`config.mk`:
```
export PLATFORM = sky130hd
export DESIGN_NAME = tbr_ctrl
export DESIGN_NICKNAME = d
export VERILOG_FILES = /design/src/sv/tbr_pkg.sv /design/src/sv/tbr_ctrl.sv
export SDC_FILE = /design/constraint.sdc
export NUM_CORES = 1
export LEC_CHECK = 0
export BUFFER_PORTS_ARGS = -buffer_cell sky130_fd_sc_hd__buf_4
export CORE_AREA = 2 2 39 41
export CTS_BUF_LIST = sky130_fd_sc_hd__clkbuf_8
export DETAILED_ROUTE_END_ITERATION = 8
export DIE_AREA = 0 0 41 43
export PLACE_DENSITY = 0.84
export SYNTH_ARGS = -nofsm -noshare
export SYNTH_HDL_FRONTEND = slang
export SYNTH_SLANG_ARGS = --single-unit
```
`constraint.sdc`:
```
create_clock -name clk -period 1.4 [get_ports clk]
set_input_delay 0.28 -clock clk [delete_from_list [all_inputs] [get_ports clk]]
set_output_delay 0.28 -clock clk [all_outputs]
set_load 0.02 [all_outputs]
```
`src/sv/tbr_pkg.sv`:
```
// Shared types and constants for the triangle block rasterizer.
// No dependencies; the controller, datapath, top level and testbench import this package.
`timescale 1ns / 1ps

package tbr_pkg;

    localparam int SCREEN_PIXELS = 1024;
    localparam int BLOCK_SIZE    = 8;
    localparam int SUBPIXEL_BITS = 4;
    localparam int ROUND_UP      = 15;

    localparam int COORD_W = 14;   // 10.4 vertex coordinate
    localparam int POS_W   = 11;   // pixel position, up to SCREEN_PIXELS
    localparam int DELTA_W = 15;   // signed vertex delta
    localparam int MULB_W  = 17;   // signed second multiplier operand
    localparam int PROD_W  = 32;
    localparam int EDGE_W  = 36;   // signed edge function value
    localparam int COLOR_W = 32;
    localparam int MASK_W  = BLOCK_SIZE * BLOCK_SIZE;
    localparam int OUTPOS_W = 10;

    localparam logic ACT_START = 1'b0;
    localparam logic ACT_NEXT  = 1'b1;

    typedef enum logic [2:0] {
        ST_IDLE,
        ST_SETUP,
        ST_SEARCH,
        ST_SEARCH_NEXT,
        ST_FINISH
    } state_t;

    // Setup steps for one edge through the shared multiplier
    typedef enum logic [2:0] {
        PH_MUL_A,
        PH_MUL_B,
        PH_CONST,
        PH_ORIGIN_Y,
        PH_ORIGIN_X
    } phase_t;

    typedef struct packed {
        logic       load;
        logic       setup_en;
        logic [1:0] setup_edge;
        phase_t     setup_phase;
        logic       advance;
        logic       capture;
        logic       stage_empty;
        logic       set_found;
        logic       set_none;
        logic       commit;
    } cmd_t;

    typedef struct packed {
        logic at_end;
        logic row_out;
        logic hit;
        logic active;
        logic out_free;
    } status_t;

endpackage

```
`src/sv/tbr_ctrl.sv`:
```
// Sequencer of the rasterizer: setup steps, block scan and result hand-off.
// Depends on tbr_pkg; drives tbr_datapath through cmd_t and reads status_t.
`timescale 1ns / 1ps

module tbr_ctrl (
    input  logic             clk,
    input  logic             rst_n,
    input  logic             item_valid,
    input  logic             item_action,
    output logic             item_ready,
    input  tbr_pkg::status_t status,
    output tbr_pkg::cmd_t    cmd
);
    import tbr_pkg::*;

    state_t     state_reg, state_next;
    logic [1:0] edge_reg, edge_next;
    phase_t     phase_reg, phase_next;
    logic       accept;

    assign item_ready = (state_reg == ST_IDLE);
    assign accept     = item_valid && item_ready;

    always_ff @(posedge clk or negedge rst_n)
    begin
        if (!rst_n)
        begin
            state_reg <= ST_IDLE;
            edge_reg  <= 2'd0;
            phase_reg <= PH_MUL_A;
        end
        else
        begin
            state_reg <= state_next;
            edge_reg  <= edge_next;
            phase_reg <= phase_next;
        end
    end

    always_comb
    begin
        state_next = state_reg;
        edge_next  = edge_reg;
        phase_next = phase_reg;
        cmd        = '0;
        cmd.setup_edge  = edge_reg;
        cmd.setup_phase = phase_reg;

        unique case (state_reg)
            ST_IDLE:
            begin
                if (accept)
                begin
                    if (item_action == ACT_START)
                    begin
                        cmd.load   = 1'b1;
                        edge_next  = 2'd0;
                        phase_next = PH_MUL_A;
                        state_next = ST_SETUP;
                    end
                    else if (status.active)
                    begin
                        state_next = ST_SEARCH;
                    end
                    else
                    begin
                        cmd.stage_empty = 1'b1;
                        cmd.set_none    = 1'b1;
                        state_next      = ST_FINISH;
                    end
                end
            end

            ST_SETUP:
            begin
                cmd.setup_en = 1'b1;
                unique case (phase_reg)
                    PH_MUL_A:    phase_next = PH_MUL_B;
                    PH_MUL_B:    phase_next = PH_CONST;
                    PH_CONST:    phase_next = PH_ORIGIN_Y;
                    PH_ORIGIN_Y: phase_next = PH_ORIGIN_X;
                    PH_ORIGIN_X:
                    begin
                        phase_next = PH_MUL_A;
                        if (edge_reg == 2'd2)
                        begin
                            edge_next  = 2'd0;
                            state_next = ST_SEARCH;
                        end
                        else
                        begin
                            edge_next = edge_reg + 2'd1;
                        end
                    end
                    default:     phase_next = PH_MUL_A;
                endcase
            end

            // Find the block to return
            ST_SEARCH:
            begin
                if (status.at_end)
                begin
                    cmd.stage_empty = 1'b1;
                    cmd.set_none    = 1'b1;
                    state_next      = ST_FINISH;
                end
                else if (!status.row_out && status.hit)
                begin
                    cmd.capture = 1'b1;
                    cmd.advance = 1'b1;
                    state_next  = ST_SEARCH_NEXT;
                end
                else
                begin
                    cmd.advance = 1'b1;
                end
            end

            // Look ahead for the following covered block to set last
            ST_SEARCH_NEXT:
            begin
                if (status.at_end)
                begin
                    cmd.set_none = 1'b1;
                    state_next   = ST_FINISH;
                end
                else if (!status.row_out && status.hit)
                begin
                    cmd.set_found = 1'b1;
                    state_next    = ST_FINISH;
                end
                else
                begin
                    cmd.advance = 1'b1;
                end
            end

            ST_FINISH:
            begin
                if (status.out_free)
                begin
                    cmd.commit = 1'b1;
                    state_next = ST_IDLE;
                end
            end

            default: state_next = ST_IDLE;
        endcase
    end

    a_accept_leaves_idle: assert property (@(posedge clk) disable iff (!rst_n)
        accept |=> state_reg != ST_IDLE)
        else $error("accepted item did not start work");

    a_setup_to_search: assert property (@(posedge clk) disable iff (!rst_n)
        (state_reg == ST_SETUP && edge_reg == 2'd2 && phase_reg == PH_ORIGIN_X)
        |=> state_reg == ST_SEARCH)
        else $error("setup did not hand over to search");

    a_no_capture_outside_search: assert property (@(posedge clk) disable iff (!rst_n)
        cmd.capture |-> (state_reg == ST_SEARCH && cmd.advance))
        else $error("capture outside search");

    a_setup_edge_range: assert property (@(posedge clk) disable iff (!rst_n)
        state_reg == ST_SETUP |-> edge_reg != 2'd3)
        else $error("setup edge index out of range");

endmodule

```
==> flow_metrics.tcl, run 1 <==
set metrics [dict create \
    outcome "complete, but fails checks" \
    violations "negative setup slack" \
    path_class "register to register" \
    worst_endpoint_required_time_ps 1510 \
    via_count 758 \
    clkSlewWorstSetupHoldPaths_ps 40 \
    worst_clk_skew_ps 2.26 \
    globalRouteTotalUtil_pct 28.3 \
    cp.arrival_ps 1820 \
    post-synth-top-area-cell "sky130_fd_sc_hd__dfrtp_1" \
    combined_area_of_all_synthesized_cells_sq_um 557 \
    synth.avg_cell_area_sq_um 7.95 \
    dr.first_iter.drc_count 11 \
    worst_setup_path_end_kind "register" \
    combinationalPowerShare_pct 72.8 \
    instances_no_fill 134 \
    io_pins 23 \
    ordered_list_of_cells_on_the_worst_path "or3b_4 -> buf_6 -> a41oi_4 -> a211oi_2 -> mux2_4" \
    hold_viol 0 \
    num-fill-cells 78 \
    layout_stage_area_growth_over_the_synthesis_result_pct 111 \
    grt_setup_unrepaired "yes" \
    switching_power_mw 1.10 \
    io_buffer_count 22 \
    cts_inserted_buffers 3 \
    crit_path_start_kind "register" \
    placed_cell_area_sq_um 900 \
    first_global_vias 758 \
    worst-slew-pin-transition_ps 327 \
    timing.max_cap.violations 0 \
    drc 0 \
    worstSkewPairLatency_ps 230 \
    vias_per_cell 5.66 \
    die_y_um 43 \
    ctsRootBufferMaster "sky130_fd_sc_hd__clkbuf_8" \
    grt_pass1_wl_um 3330 \
    sw_frac_of_total_pct 42.4 \
    final_antenna_net_count 0 \
    number_of_placement_rows 14 \
    clock_tree_from_tritoncts "yes" \
    antenna_found_initial 0 \
    detailed_placer_s_ending_hpwl_um 1270 \
    gr-total-overflow 0 \
    finish.instance_area_sq_um 1180 \
    cts_htree_levels 1 \
    p_total_mw 2.58 \
    grt_max_degree 9 \
    finalHoldWorstSlack_ps 406 \
    dieArea_sq_um 1760 \
    clockPowerShare_pct 10.8 \
    die_w_um 41 \
    starting_density_pct 40.2 \
    post_synth_inst_count 70 \
    routedWlPerCell_um 16.9 \
    cts_sinks 8 \
    routabilityCongestion 0.756 \
    min_period_over_period_pct 122 \
    synth.yosys.seq_area_share_pct 36.0 \
    power_leakage_nw 0.544 \
    power.ir.vdd_worst_mv 1.41 \
    drt_first_pass_iters 4 \
    synth_top_cells_by_area "sky130_fd_sc_hd__dfrtp_1 36%, sky130_fd_sc_hd__o21ai_0 6.3%, sky130_fd_sc_hd__nand2_1 5.4%" \
    placedCellCount 122 \
    cp_num_buf_inv 1 \
    timing.final.ws_setup_ps -311 \
    yosys.area.top_type_share_pct 36.0 \
    netlist-cell-type-count 26 \
    critical-path-top-delay-family "flip-flops" \
    drive_above_1_share_pct 61.9 \
    insertedDiodeCount 0 \
    synth_warnings 0 \
    fmax_mhz 584 \
    finalNetCount 129 \
    drt-total-wl_um 2270 \
    fin_util_pct 85.1 \
    power.share.sequential_pct 16.3 \
    clockBufferDepth 2 \
    finalWorstPathRequiredPeriod_ps 1710 \
    synth_nets 79 \
    cp_max_fo 5 \
    detailedPlace.worstSlack_ps -129 \
    powerDensity_nw_per_um2 2190 \
    worst_slew_margin_rel_pct 78.2 \
    floorplan.core_area_sq_um 1380 \
    setup_viol 16 \
    worst_path_largest_cell_delay_ps 440 \
    ys_ff_latch 8 \
    fin_setup_tns_ps -3060 \
    slowest_stage "sky130_fd_sc_hd__dfrtp_2" \
    report.final.slew_viol_count 0 \
    reg2reg_slack_ps -310 \
    p_int_mw 1.49 \
    hold_class "primary input to async pin" \
]
[power by group through the flow]
stage / clock network, mW / logic [mW] / registers [mW]
2_1_floorplan: 0 / 0.665 / 0.437
3_3_place_gp: 0 / 1.25 / 0.390
3_5_place_dp: 0 / 1.28 / 0.396
4_1_cts: 0.284 / 1.68 / 0.402
5_1_grt: 0.296 / 1.99 / 0.427
6_report: 0.280 / 1.88 / 0.422
[synthesized netlist by cell type (all sizes together)]
cell type and instances:
mux2 1, a41oi 1, nand3 3, a21oi 4
o31ai 3, inv 2, a211oi 2, a21o 2
or3b 1, and2 1, o31a 1, nand3b 1
nor2b 3, nor2 5, or4b 1, and3 2
o21ai 8, dfrtp 8, nand2b 3, nand2 8
nor4 1, nor3 5, or3 1, buf 3
[repair_timing]
| item | in CTS | in global routing |
|---|---|---|
| resized for setup | 32 | 7 |
| endpoints found under the setup margin | 14 | 16 |
| endpoints found under the hold margin | 8 | 0 |
| pin swaps | 11 | 3 |
| setup buffers | 5 | 3 |
| cloned | 0 | 0 |
| hold buffers | 1 | 0 |
[per-layer routing]
metal | up-vias | share of wire [%] | GRT usage (%)
li1 | 354 | - | -
met1 | 367 | 36 | 28.5
met2 | 29 | 57 | 50.9
met3 | 8 | 5.0 | 4.19
met4 | 0 | 2.6 | 14.7
met5 | - | 0 | 0
[worst register-to-register path: stages, from the launching register on]
cell and delay, ps:
sky130_fd_sc_hd__dfrtp_2 440, sky130_fd_sc_hd__or3b_4 420, sky130_fd_sc_hd__buf_6 140, sky130_fd_sc_hd__a41oi_4 210, sky130_fd_sc_hd__a211oi_2 80, sky130_fd_sc_hd__mux2_4 310
[cells in the final DEF, fill, tap and decap left out, types with 2 or more instances in the layout]
cell type / count
sky130_fd_sc_hd__nand2_1: 6
sky130_fd_sc_hd__o21ai_1: 3
sky130_fd_sc_hd__a21oi_2: 2
sky130_fd_sc_hd__a21o_1: 2
sky130_fd_sc_hd__nor3_4: 3
sky130_fd_sc_hd__nor2b_1: 3
sky130_fd_sc_hd__o21ai_0: 5
sky130_fd_sc_hd__nor2_1: 2
sky130_fd_sc_hd__nand2b_1: 2
sky130_fd_sc_hd__dfrtp_1: 7
sky130_fd_sc_hd__buf_6: 16
sky130_fd_sc_hd__nand3_1: 3
sky130_fd_sc_hd__clkbuf_8: 3
sky130_fd_sc_hd__a211oi_2: 2
sky130_fd_sc_hd__o31ai_1: 2
sky130_fd_sc_hd__buf_4: 30
sky130_fd_sc_hd__nor2_4: 2
sky130_fd_sc_hd__a21oi_1: 2
[kinds of logic (layout without fill, tap and decap cells)]
| group | after synthesis | count (layout) | synth area share [%] |
|---|---|---|---|
| AOI/OAI and AO/OA | 21 | 21 | 23.4 |
| buffers and inverters | 5 | 53 | 4.04 |
| and+or+nand+nor | 35 | 35 | 33.9 |
| DFF | 8 | 8 | 36.0 |
| muxes | 1 | 1 | 2.70 |
[cell type report]
cell class	count	area (sq um)	share of cell area [%]
tap	16	20.0	1.70
sequential	8	201	17.1
multi-input combinational	57	469	39.9
inverter	2	10.0	0.850
clock buffer	3	41.3	3.51
timing repair buffer	48	435	37.0
[path summary, 6_finish.rpt]
| path | end | cells after the start | start |
|---|---|---|---|
| worst min register to register | edge_reg[0]$_DFFE_PN0P_ | 1 | edge_reg[0]$_DFFE_PN0P_ |
| worst max register to register | state_reg[2]$_DFFE_PN0P_ | 5 | state_reg[2]$_DFFE_PN0P_ |
| worst min-delay path | edge_reg[0]$_DFFE_PN0P_ | 2 | rst_n |
| max in group asynchronous | state_reg[2]$_DFFE_PN0P_ | 2 | rst_n |
| min in group clk | state_reg[1]$_DFFE_PN0P_ | 5 | item_valid |
| worst max-delay path | state_reg[2]$_DFFE_PN0P_ | 5 | state_reg[2]$_DFFE_PN0P_ |
No activity file was read; power rests on OpenSTA's default activity.
==> run 2, diff against run 1 <==
Settings changed: ABC_AREA set to 1, CORE_AREA 2 2 39 41 to unset, CORE_UTILIZATION set to 43, DIE_AREA 0 0 41 43 to unset, PLACE_DENSITY 0.84 to 0.85, SKIP_LAST_GASP set to 1.
==> flow_metrics.tcl, run 2 <==
set metrics [dict create \
    rr_endpoint "state_reg[1]$_DFFE_PN0P_" \
    drc 0 \
    layout_stage_area_growth_over_the_synthesis_result_pct 81.5 \
    synth.top_cells.by_count "27 x sky130_fd_sc_hd__nand2_1, 12 x sky130_fd_sc_hd__inv_1, 12 x sky130_fd_sc_hd__nand3_1" \
    sequential_cell_area_sq_um 203 \
    hold_path_depth 4 \
    cts_inserted_buffers 3 \
    drive_above_1_share_pct 52.7 \
    routedWlPerCell_um 16.2 \
    placedCellCount 130 \
    reg2reg_slack_ps -110 \
    number_of_placement_rows 12 \
    ctsRootBufferMaster "sky130_fd_sc_hd__clkbuf_8" \
    ys_ff_latch 8 \
    synth_most_common_cell "sky130_fd_sc_hd__nand2_1" \
    synth_top_cells_by_area "sky130_fd_sc_hd__dfrtp_1 34%, sky130_fd_sc_hd__nand2_1 17%, sky130_fd_sc_hd__nand3_1 10%" \
    dr.first_iter.drc_count 28 \
    cts_sinks 8 \
    power_leakage_nw 0.554 \
    yosys.area.top_type_share_pct 34.3 \
    globalRouteTotalUtil_pct 32.3 \
    drt-total-wl_um 2340 \
    netlist-cell-type-count 18 \
    violations "negative setup slack" \
    timing.final.ws_setup_ps -201 \
    gr-total-overflow 0 \
    antenna_found_initial 0 \
    cp.arrival_ps 1320 \
    via_count 781 \
    timing.max_cap.violations 0 \
    routabilityCongestion 0.853 \
    num-fill-cells 58 \
    area_of_combinational_cells_with_multiple_inputs_sq_um 405 \
    starting_density_pct 49.2 \
    powerDensity_nw_per_um2 2380 \
    min_period_over_period_pct 114 \
    min_delay_worst_endpoint "state_reg[0]$_DFFE_PN0P_" \
    combined_area_of_all_synthesized_cells_sq_um 583 \
    outcome "complete, but fails checks" \
    clkSlewWorstSetupHoldPaths_ps 40 \
    r2r-start "state_reg[1]$_DFFE_PN0P_" \
    instances_no_fill 145 \
    io_pins 23 \
    grt_pass1_wl_um 3240 \
    most_common_cell_after_layout_fill_and_taps_aside "sky130_fd_sc_hd__buf_4" \
    finalHoldWorstSlack_ps 345 \
    post-synth-top-area-cell "sky130_fd_sc_hd__dfrtp_1" \
    final_cell_mix "32 x sky130_fd_sc_hd__buf_4, 23 x sky130_fd_sc_hd__nand2_1, 11 x sky130_fd_sc_hd__nand3_1, 10 x sky130_fd_sc_hd__inv_1, 8 x sky130_fd_sc_hd__buf_6" \
    worst-slew-pin-transition_ps 239 \
    synth_warnings 0 \
    synth.avg_cell_area_sq_um 6.63 \
    report.final.slew_viol_count 0 \
    drt_first_pass_iters 4 \
    hold_class "primary input to register" \
    cts_htree_levels 1 \
    worstSkewPairLatency_ps 230 \
    final_antenna_net_count 0 \
    synth_nets 97 \
    cp_max_fo 3 \
    ys.flop_type "sky130_fd_sc_hd__dfrtp_1" \
    post_synth_inst_count 88 \
    synth.yosys.seq_area_share_pct 34.3 \
    first_global_vias 747 \
    fmax_mhz 625 \
    crit_path_start_kind "register" \
    die_y_um 38.8 \
    power.ir.vdd_worst_mv 1.66 \
    detailed_placer_s_ending_hpwl_um 1100 \
    floorplan.core_area_sq_um 1190 \
    insertedDiodeCount 0 \
    setup_viol 14 \
    worst_setup_path_end_kind "output pin" \
    grt_max_degree 9 \
    die_w_um 38.8 \
    hold_viol 0 \
    reg2reg_depth 9 \
    synth_edf_count 0 \
    path_class "register to output pin" \
    asyncSetResetFlopFracSynth_pct 100 \
    worst_slew_margin_rel_pct 84.0 \
    finalNetCount 142 \
    vias_per_cell 5.39 \
    grt_setup_unrepaired "yes" \
    clock_tree_from_tritoncts "yes" \
    io_buffer_count 22 \
    worst_endpoint_required_time_ps 1120 \
    dieArea_sq_um 1510 \
    finalWorstPathRequiredPeriod_ps 1600 \
    clockBufferDepth 2 \
    worst_clk_skew_ps 3.07 \
    min-delay-start "item_action" \
]
[run 2: changes by cell type after synthesis, moves of 3 or more]
| cell | change |
|---|---|
| sky130_fd_sc_hd__o31ai_1 | -3 |
| sky130_fd_sc_hd__inv_1 | +10 |
| sky130_fd_sc_hd__nand3_1 | +9 |
| sky130_fd_sc_hd__buf_2 | -3 |
| sky130_fd_sc_hd__nor2b_1 | -3 |
| sky130_fd_sc_hd__a21oi_1 | -3 |
| sky130_fd_sc_hd__nand2_2 | +3 |
| sky130_fd_sc_hd__nand2_1 | +19 |
| sky130_fd_sc_hd__nand2b_1 | -3 |
[run 2: power by group]
part	internal (mW)	total, mW	switching [mW]
clock	0.187	0.279	0.0929
sequential	0.322	0.445	0.123
combinational	0.820	1.79	0.973
[run 2: area by class of cell]
type	count	area share [%]
repair buffers	41	32.2
clock buffers	3	3.90
inverters	13	4.85
well taps	14	1.65
multi-input cells	66	38.3
flip-flops and latches	8	19.1
[run 2: logic make-up (layout without fill, tap and decap cells)]
kind of cell / Yosys count / count (layout) / share of synthesized area, %
flops: 8 / 8 / 34.3
simple gates: 57 / 57 / 46.4
buf+inv: 14 / 57 / 9.23
compound gates: 9 / 9 / 10.1
[run 2: stage by stage]
stage | power [mW] | setup slack (ps) | area [sq um] | util (%) | TNS (ps)
3_3_place_gp | 1.60 | 63.0 | 823 | 69.4 | 0
3_5_place_dp | 1.63 | -12.7 | 823 | 69.4 | -18.8
2_1_floorplan | 1.17 | 3.32 | 593 | - | 0
5_1_grt | 2.64 | -238 | 1060 | 89.2 | -2150
4_1_cts | 2.28 | -154 | 1010 | 85.3 | -965
6_report | 2.52 | -201 | 1060 | 89.2 | -1530
[run 2: critical path: stages (launching register included)]
cell,delay [ps]
sky130_fd_sc_hd__dfrtp_2,430
sky130_fd_sc_hd__buf_6,130
sky130_fd_sc_hd__nor2_4,110
sky130_fd_sc_hd__buf_4,130
sky130_fd_sc_hd__nand2_1,70
sky130_fd_sc_hd__nand2_1,80
sky130_fd_sc_hd__buf_4,140
[run 2: timing repair]
item / in CTS / in global routing
endpoints found under the hold margin: 8 / 0
pin swaps: 4 / 8
buffers inserted: 10 / 3
endpoints found under the setup margin: 9 / 17
resized for setup: 20 / 13
hold buffers: 1 / 0
[run 2: how the worst max path moves through the flow]
stage	from	endpoint	slack [ps]
2_1_floorplan	state_reg[0]$_DFFE_PN0P_	cmd[4]	3
3_3_place_gp	state_reg[1]$_DFFE_PN0P_	cmd[4]	60
3_5_place_dp	state_reg[1]$_DFFE_PN0P_	cmd[4]	-10
4_1_cts	state_reg[1]$_DFFE_PN0P_	cmd[4]	-150
5_1_grt	state_reg[1]$_DFFE_PN0P_	cmd[5]	-240
6_report	state_reg[2]$_DFFE_PN0P_	cmd[1]	-200
[run 2: layer usage]
layer,GRT usage [%],vias to the layer above,share of wire [%]
li1,-,369,-
met1,34.2,366,40
met2,58.3,40,51
met3,5.78,6,6.2
met4,19.0,0,2.4
met5,0,-,0
==> run 3, diff against run 2 <==
Settings changed: CORE_UTILIZATION 43 to 34, PLACE_DENSITY 0.85 to 0.72.
==> flow_metrics.tcl, run 3 (same netlist as run 2, synthesis figures left out) <==
set metrics [dict create \
    outcome "complete, but fails checks" \
    violations "design-rule violations, negative setup slack" \
    placed_cell_area_sq_um 818 \
    dr.first_iter.drc_count 11 \
    worst_endpoint_required_time_ps 1120 \
    timing.max_cap.violations 0 \
    sequential_cell_area_sq_um 204 \
    setup_viol 8 \
    worst_clk_skew_ps 1.82 \
    clock_tree_from_tritoncts "yes" \
    timing.final.ws_setup_ps -163 \
    clkSlewWorstSetupHoldPaths_ps 40 \
    final_cell_mix "28 x sky130_fd_sc_hd__buf_4, 24 x sky130_fd_sc_hd__nand2_1, 11 x sky130_fd_sc_hd__nand3_1, 10 x sky130_fd_sc_hd__inv_1, 6 x sky130_fd_sc_hd__buf_6" \
    detailedPlace.worstSlack_ps -0.868 \
    gr-total-overflow 0 \
    detailed_placer_s_ending_hpwl_um 1060 \
    dieArea_sq_um 1880 \
    cp_max_fo 5 \
    power_leakage_nw 0.519 \
    finalNetCount 136 \
    worstSkewPairLatency_ps 230 \
    globalRouteTotalUtil_pct 17.4 \
    slowest_stage "sky130_fd_sc_hd__dfrtp_2" \
    drt_first_pass_iters 6 \
    insertedDiodeCount 0 \
    finish.instance_area_sq_um 991 \
    drive_above_1_share_pct 48.8 \
    worst-slew-pin-transition_ps 218 \
    hold_class "primary input to register" \
    vias_per_cell 4.79 \
    crit_path_start_kind "register" \
    ordered_list_of_cells_on_the_worst_path "nor3_2 -> nand2_1 -> o21ai_1 -> buf_4" \
    grt_setup_unrepaired "yes" \
    cts_sinks 8 \
    grt_max_degree 9 \
    worst_path_largest_cell_delay_ps 440 \
    io_pins 23 \
    drc 2 \
    report.final.slew_viol_count 0 \
    most_common_cell_after_layout_fill_and_taps_aside "sky130_fd_sc_hd__buf_4" \
    layout_stage_area_growth_over_the_synthesis_result_pct 70.0 \
    number_of_placement_rows 14 \
    clockBufferDepth 2 \
    power.ir.vdd_worst_mv 0.994 \
    floorplan.core_area_sq_um 1560 \
    worst_setup_path_end_kind "output pin" \
    ctsRootBufferMaster "sky130_fd_sc_hd__clkbuf_8" \
    via_count 676 \
    cp.arrival_ps 1280 \
    area_of_combinational_cells_with_multiple_inputs_sq_um 384 \
    io_buffer_count 22 \
    num-fill-cells 134 \
    hold_viol 0 \
    routedWlPerCell_um 10.4 \
    worst_slew_margin_rel_pct 85.4 \
    die_y_um 43.4 \
    first_global_vias 641 \
    cts_htree_levels 1 \
    min_period_over_period_pct 112 \
    starting_density_pct 37.4 \
    cts_inserted_buffers 3 \
    finalWorstPathRequiredPeriod_ps 1560 \
    antenna_found_initial 0 \
    drt-total-wl_um 1470 \
    die_w_um 43.4 \
    routabilityCongestion 0.803 \
    final_antenna_net_count 0 \
    powerDensity_nw_per_um2 2240 \
    fmax_mhz 640 \
    path_class "register to output pin" \
    grt_pass1_wl_um 2480 \
]
## run 3: cell count changes in the layout (fill, tap and decap cells not counted), sizes merged
cell	previous run	this run
buf	40	34
## run 3: final cells by class
cell class,count,share of cell area (%)
multi-input cells,66,38.8
inverters,13,5.43
clock buffers,3,4.17
well taps,16,2.02
flip-flops and latches,8,20.6
repair buffers,35,29.0
## run 3: worst max-delay path, delay by kind of cell, from the launching register on
kind | cells | cell delay (ps)
flops | 1 | 440
compound gates | 1 | 100
buf+inv | 1 | 160
simple gates | 2 | 350
## run 3: timing repair
item                                   CTS  global route
buffers inserted                         5             1
setup endpoints to repair                9            14
endpoints found under the hold margin    8             0
pin swaps                                3             1
resized for setup                       17             8
hold buffers                             1             0
## run 3: final timing paths
kind	startpoint	endpoint	slack (ps)	depth (start not counted)
worst max-delay path	state_reg[2]$_DFFE_PN0P_	cmd[5]	-160	4
worst min-delay path	status[0]	state_reg[2]$_DFFE_PN0P_	350	4
worst max register to register	state_reg[1]$_DFFE_PN0P_	edge_reg[1]$_DFFE_PN0P_	90	7
worst min register to register	edge_reg[0]$_DFFE_PN0P_	edge_reg[0]$_DFFE_PN0P_	530	2
max in group asynchronous	rst_n	state_reg[2]$_DFFE_PN0P_	850	2
min in group asynchronous	rst_n	phase_reg[2]$_DFFE_PN0P_	410	2
## run 3: through the flow
stage	hold WS (ps)	util (%)	total power, mW	setup TNS, ps	std cells
global route	372	63.6	2.40	-1560	141
detailed placement	103	52.5	1.61	-0.868	131
floorplan	-15.6	-	1.17	0	88
CTS	359	61.3	2.13	-922	140
finish	352	63.6	2.22	-933	141
global placement	103	52.5	1.59	0	131
## run 3: power by group
part / total [mW] / internal (mW) / leakage, nW / switching [mW]
logic: 1.51 / 0.699 / 0.395 / 0.809
registers: 0.439 / 0.324 / 0.102 / 0.115
clock network: 0.275 / 0.186 / 0.0216 / 0.0892
## run 3: per-layer routing
| metal | up-vias | part of all wire, % | GRT usage [%] |
|---|---|---|---|
| li1 | 355 | - | - |
| met1 | 296 | 40 | 21.8 |
| met2 | 23 | 54 | 30.6 |
| met3 | 2 | 3.9 | 1.25 |
| met4 | 0 | 1.3 | 7.50 |
| met5 | - | 0 | 0 |
